<file path="src/hdl/pfi_pkg.sv">
`timescale 1ns / 1ps
// ----------------------------------------------------------------------------
// pfi_pkg: shared types and constants of the polyphase fir interpolator
// item layout, mode and register codes, reset values, control groups
// ----------------------------------------------------------------------------
package pfi_pkg;

    // item kinds carried in s_tuser
    typedef enum logic [1:0] {
        MODE_LOAD    = 2'd0,
        MODE_PUSH    = 2'd1,
        MODE_COMPUTE = 2'd2
    } mode_t;

    // configuration register indexes
    localparam logic [1:0] CFG_SIDE_WIDTH = 2'd0;
    localparam logic [1:0] CFG_FRAC_BITS  = 2'd1;
    localparam logic [1:0] CFG_CENTER_LAG = 2'd2;

    localparam int CFG_DATA_W = 15;

    localparam logic [14:0] SIDE_WIDTH_RST = 15'd16384;
    localparam logic [3:0]  FRAC_BITS_RST  = 4'd13;
    localparam logic [5:0]  CENTER_LAG_RST = 6'd2;

    // input tdata layout, lowest bit first
    localparam int COEF_INDEX_W = 14;
    localparam int COEF_VALUE_W = 24;
    localparam int SAMPLE_W     = 24;
    localparam int FRAC_POS_W   = 14;

    localparam int COEF_INDEX_LO = 0;
    localparam int COEF_VALUE_LO = COEF_INDEX_LO + COEF_INDEX_W;
    localparam int SAMPLE_IN_LO  = COEF_VALUE_LO + COEF_VALUE_W;
    localparam int FRAC_POS_LO   = SAMPLE_IN_LO + SAMPLE_W;
    localparam int IN_FIELDS_W   = FRAC_POS_LO + FRAC_POS_W;
    localparam int IN_TDATA_W    = ((IN_FIELDS_W + 7) / 8) * 8;

    localparam int PROD_W = COEF_VALUE_W + SAMPLE_W;
    localparam int ACC_W  = 64;

    // sequencer states
    typedef enum logic [1:0] {
        ST_IDLE,
        ST_NEG,
        ST_POS,
        ST_FINISH
    } state_t;

    // control from the sequencer to the multiply-accumulate unit
    typedef struct packed {
        logic clr;
        logic tap;
        logic zero;
    } mac_ctrl_t;

endpackage

</file>
<file path="src/hdl/pfi_mac.sv">
`timescale 1ns / 1ps
// ----------------------------------------------------------------------------
// pfi_mac: multiply-accumulate with rounding and saturation
// registered product, 64-bit accumulator, q19.45 sum rounded to q1.23
// ----------------------------------------------------------------------------
module pfi_mac
    import pfi_pkg::*;
(
    input  logic                           clk,
    input  logic                           rst_n,
    input  mac_ctrl_t                      ctrl,
    input  logic signed [COEF_VALUE_W-1:0] coef,
    input  logic signed [SAMPLE_W-1:0]     sample,
    output logic                           busy,
    output logic signed [SAMPLE_W-1:0]     out_sample,
    output logic                           saturated
);

    logic signed [PROD_W-1:0]   prod_reg;
    logic                       prod_valid_reg;
    logic signed [ACC_W-1:0]    acc_reg;
    logic signed [SAMPLE_W-1:0] sample_eff;
    logic signed [ACC_W-1:0]    rounded;
    logic signed [ACC_W-23:0]   quot;
    logic                       over_hi;
    logic                       over_lo;

    // samples outside the history window count as zero
    assign sample_eff = ctrl.zero ? '0 : sample;

    always_ff @(posedge clk or negedge rst_n)
    begin
        if (!rst_n)
        begin
            prod_valid_reg <= 1'b0;
        end
        else
        begin
            prod_valid_reg <= ctrl.tap;
        end
    end

    always_ff @(posedge clk)
    begin
        prod_reg <= coef * sample_eff;
        if (ctrl.clr)
        begin
            acc_reg <= '0;
        end
        else if (prod_valid_reg)
        begin
            acc_reg <= acc_reg + ACC_W'(prod_reg);
        end
    end

    // add half an lsb then floor, ties go up
    assign rounded = acc_reg + (ACC_W'(1) <<< 21);
    assign quot    = rounded[ACC_W-1:22];
    assign over_hi = quot > (ACC_W-22)'(8388607);
    assign over_lo = quot < -(ACC_W-22)'(8388608);

    always_comb
    begin
        if (over_hi)
        begin
            out_sample = {1'b0, {(SAMPLE_W-1){1'b1}}};
        end
        else if (over_lo)
        begin
            out_sample = {1'b1, {(SAMPLE_W-1){1'b0}}};
        end
        else
        begin
            out_sample = quot[SAMPLE_W-1:0];
        end
    end

    assign saturated = over_hi | over_lo;
    assign busy      = prod_valid_reg;

endmodule

</file>
<file path="config.mk">
export PLATFORM = sky130hd
export DESIGN_NAME = pfi_mac
export DESIGN_NICKNAME = d
export VERILOG_FILES = /design/src/hdl/pfi_pkg.sv /design/src/hdl/pfi_mac.sv
export SDC_FILE = /design/constraint.sdc
export NUM_CORES = 2
export LEC_CHECK = 0
export CAP_MARGIN = 20
export CORE_UTILIZATION = 30
export CTS_CLUSTER_DIAMETER = 120
export DETAILED_ROUTE_END_ITERATION = 8
export DONT_BUFFER_PORTS = 1
export GPL_TIMING_DRIVEN = 0
export PLACE_DENSITY_LB_ADDON = 0.08
export SYNTH_ARGS = -nofsm -noshare
export SYNTH_HDL_FRONTEND = slang
export SYNTH_SLANG_ARGS = --single-unit
</file>
<file path="constraint.sdc">
create_clock -name clk -period 4.5 [get_ports clk]
set_input_delay 0.225 -clock clk [delete_from_list [all_inputs] [get_ports clk]]
set_output_delay 0.225 -clock clk [all_outputs]
set_load 0.005 [all_outputs]
</file>
### Word-level counts from Yosys, hierarchy flattened

Cells that the tools add are included.

| storage, ports and cells | value |
|---|---|
| register bits after elaboration | 113 |
| bits of input ports | 53 |
| output and inout bits | 26 |
| logic and storage cells | 12 |

| cells by class | value |
|---|---|
| add/subtract/negate cells | 2 |
| multiply operators | 1 |
| $lt $le $gt $ge | 2 |
| multiplexer cells | 3 |
| bitwise gates (word level) | 1 |

Operator list:

| cell | count |
|---|---|
| 24-bit two-way mux | 3 |
| 64-bit by 23-bit adder with 64-bit output (second input constant) | 1 |
| 64-bit by 48-bit adder with 64-bit output | 1 |
| 24-bit by 24-bit multiplier with 48-bit output | 1 |
| 42-bit by 24-bit > comparator with 1-bit output (second input constant) | 1 |
| 42-bit by 24-bit less-than comparator with 1-bit output (second input constant) | 1 |
| 1-bit OR | 1 |

### Longest topological paths before layout

| depth | value |
|---|---|
| depth after elaboration | 4 |
| gate-level depth with buffers | 30 |

### Least setup slack after synthesis

OpenSTA, ideal clock, no wires.

| timing | value |
|---|---|
| path kind | in2reg |
| start | input port ctrl[0] in the netlist's numbering |
| end | register prod_reg[47] |
| setup time | 72 ps |
| data arrival time | 7328 ps |
| setup slack | -2900 ps |
| stages on the path | 24 |
| path buffers | 2 |
| path through | clkbuf_1 nor2b_1 clkbuf_1 and2_1 fa_1 inv_1 fa_1 inv_1 fa_1 fa_1 fa_1 fa_1 inv_1 fa_1 inv_1 ha_1 a21oi_1 o21ai_0 or4_1 o21ai_1 o21ba_2 o21ai_1 a21oi_1 xnor2_1 |

| on the way | value |
|---|---|
| longest elaborated chain between the ends | 2 |

RTL lines:

| element | line | RTL |
|---|---|---|
| start: declaration | pfi_mac.sv:11 | `input mac_ctrl_t ctrl,` |
| 24-bit two-way mux | pfi_mac.sv:29 | `assign sample_eff = ctrl.zero ? '0 : sample;` |
| 24-bit by 24-bit multiplier with 48-bit output | pfi_mac.sv:45 | `prod_reg <= coef * sample_eff;` |
| end signal: assignment | pfi_mac.sv:45 |  |
| end: declaration | pfi_mac.sv:19 | `logic signed [PROD_W-1:0] prod_reg;` |

Every way passes these cells.
A chain may end at the register's enable or synchronous reset.

### Worst setup path after layout

Same ends and word-level chain as after synthesis.

==> out/metrics.cfg <==
[timing]
hold_viol = 0
finalSetupViolCount = 38
min_period_ns = 6.67
fin_ws_ns = -2.17
worst_pin_slew_ns = 1.04
clock.fmax_mhz = 150
slew_headroom = 0.304
period_share = 1.48
finalMaxSlewViolations = 0
fin_hold_ws_ns = 0.0417
finClkSkew_ns = 0.0154
rsz0062_at_grt = yes

[flow_run]
drv_cap = 0

[yosys]
synth_fa_ha_area_frac = 0.495
ys_seq_area_frac = 0.0766
synth_top_area_frac = 0.411
syn_area_sq_um = 29600
ys.flop_type = dfxtp_1
synth_compound_area_frac = 0.0927
synth_cell_types = 81
syn_nets = 4226
synth-edff-count = 0
syn_inst = 3367
synthSimpleGateAreaFrac = 0.176
ys_top_cells_by_area = fa_1 (41%), inv_1 (8.6%), ha_1 (8.4%)
syn_avg_cell_area_sq_um = 8.79
ys_seq_elements = 113
yosysTopAreaCell = fa_1
yosysWarnings = 0
ys_async_sr_fraction = 0.00885
synth_top_family_by_area = adder cells
muxShareOfSynthArea = 0.0139
synth-xor-area-share = 0.0393

[critical_path]
ff2ff_path_depth = 11
startpoint_type = primary input
worstPathRequired_ns = 4.85
r2r-end = acc_reg[55]
critical_path_class = in2reg
rr_startpoint = prod_reg[19]
ff2ff_setup_slack_ns = 0.39
critPathArrivalTime_ns = 7.02
cp-end-kind = flop
crit_path_max_fanout = 8

[global_routing]
grtUsageTotal = 0.231
grt_pass1_wl_um = 168000
grt_pass1_vias = 25200
grt_overflow_total = 0
grt_max_degree = 21
antenna_found_initial = 5

[min_path]
min_path_type = in2reg
worstHoldStart = ctrl[2]
hold_depth = 2
min_to = acc_reg[43]

[clock_network]
cts_root_buf = clkbuf_16
h-tree-depth = 4
cts_sinks = 113
cts_buffers = 17
cts_tree = done
clk_pin_slew_ns = 0.06
clk_latency_ns = 0.44
ctsLongestPathBuffers = 2

[outcome]
status = finished with violations
violations = setup timing

[floorplan]
io_pins = 79
num_rows = 114
die_area_sq_um = 100000
start_util = 0.304
chipHeight_um = 316
die_w_um = 316
core-area_sq_um = 97300

[place]
hpwl_um = 91300
post_dp_cell_area_sq_um = 31700
finalWeightedCongestion = 0.875
io_buffers = 0

[final_layout]
fin_nets = 4400
final.fill_count = 10200
finish.instance_area_sq_um = 35500
largest_reg_flops = 64
finish.utilization = 0.365
drive_gt1_frac = 0.162
synthToLayoutAreaGrowth_pct = 20.0

[route]
first_pass_iters = 5
drcViolationCount = 0
drt_iter0_markers = 1360
ant_nets = 0
vias_per_cell = 4.80
finalWirelength_um = 112000
vias = 23200
wl_per_cell_um = 23.3

-- placed cells by master, fill, tap and decap left out, types with 15 or more instances in the layout --
cell type,count
clkbuf_16,36
o21ai_0,56
xnor2_1,71
nand4_1,30
fa_1,562
and2_1,281
nand3_1,47
ha_4,30
nand2_1,347
ha_1,159
buf_12,16
o21ai_1,24
nor2_1,124
clkbuf_1,58
inv_1,636
dfxtp_1,112
mux2i_1,40
buf_4,99
xor2_1,46
a21oi_2,15
fa_2,46
clkbuf_8,22
a21o_1,77
o21a_1,15
clkbuf_2,37
nor2b_4,25
inv_2,39
nor3_1,20
a21oi_1,79
buf_6,42
nand2b_1,25
-- final cells by class --
cell class | instances | area, sq um | area share
Inverter | 677 | 2550 | 0.0718
Buffer | 152 | 1290 | 0.0365
Multi-Input combinational cell | 2422 | 25600 | 0.722
Clock inverter | 11 | 160 | 0.00451
Clock buffer | 21 | 460 | 0.0130
Tap cell | 1276 | 1600 | 0.0449
Antenna cell | 2 | 5.00 | 0.000141
Sequential cell | 113 | 2270 | 0.0638
Timing Repair Buffer | 158 | 1550 | 0.0437
-- Yosys cell counts, drive strengths merged, types with 15 or more instances --
master  instances
inv           677
fa            608
nand2         359
and2          295
ha            198
clkbuf        143
nor2          131
dfxtp         112
a21oi          98
o21ai          94
xnor2          83
a21o           78
nand3          55
xor2           50
mux2i          40
nor2b          35
nand4          30
nand2b         27
nor3           21
o21bai         17
o21a           16
a211oi         15
-- worst max path at each step --
| stage | endpoint | startpoint | depth (start not counted) | slack (ns) |
|---|---|---|---|---|
| finish | prod_reg[47] | ctrl[0] | 25 | -2.17 |
| global route | prod_reg[47] | ctrl[0] | 28 | -2.37 |
| CTS | prod_reg[47] | ctrl[0] | 27 | -2.27 |
| detailed placement | prod_reg[46] | ctrl[0] | 22 | -4.22 |
| global placement | prod_reg[46] | ctrl[0] | 22 | -4.27 |
| floorplan | prod_reg[47] | ctrl[0] | 27 | -2.23 |
-- through the flow --
step,TNS [ns],setup slack [ns],std cells
finish,-61.13,-2.17,4832
global route,-66.90,-2.37,4830
CTS,-59.23,-2.27,4782
detailed placement,-123.19,-4.22,4645
global placement,-125.01,-4.27,4643
floorplan,-59.40,-2.23,3367
-- logic make-up (layout without fill, tap and decap cells) --
logic type,count (synthesis),after routing
AND/OR/NAND/NOR,1024,1024
buffers and inverters,832,1019
adder cells (fa/ha/maj),806,806
AO/OA/AOI/OAI,418,418
XOR/XNOR,133,133
flip-flops,113,113
multiplexers,41,41
other,0,2
-- worst max-delay path, cell delays in order --
cell and delay [ns]:
clkbuf_16 0.15, nor2b_4 0.27, clkbuf_16 0.20, and2_4 0.15
fa_2 0.48, inv_2 0.11, fa_2 0.49, buf_12 0.17
fa_2 0.53, fa_2 0.47, fa_1 0.56, fa_1 0.48
fa_1 0.55, inv_1 0.06, ha_4 0.17, a21o_1 0.17
a21o_1 0.18, a21oi_2 0.17, o21ai_2 0.09, or4_4 0.50
o21ai_4 0.26, o21ba_4 0.18, o21ai_2 0.05, a21oi_2 0.13
xnor2_1 0.16
-- metal layers --
layer,GRT usage,vias to the layer above,wire length [um]
li1,-,10800,-
met1,0.318,11800,52100
met2,0.372,518,50500
met3,0.0371,115,6050
met5,0,-,0
met4,0.0658,0,3750
-- what timing repair did --
action / CTS / global route
gates resized for setup: 356 / 131
endpoints found under the setup margin: 63 / 61
cloned: 3 / 0
hold endpoints to repair: 2 / 0
pin swaps: 139 / 75
setup buffers: 101 / 53
hold buffers: 3 / 0
Power is not shown: default switching activity piles up to over one toggle a cycle in this logic, so the estimate is an artifact.
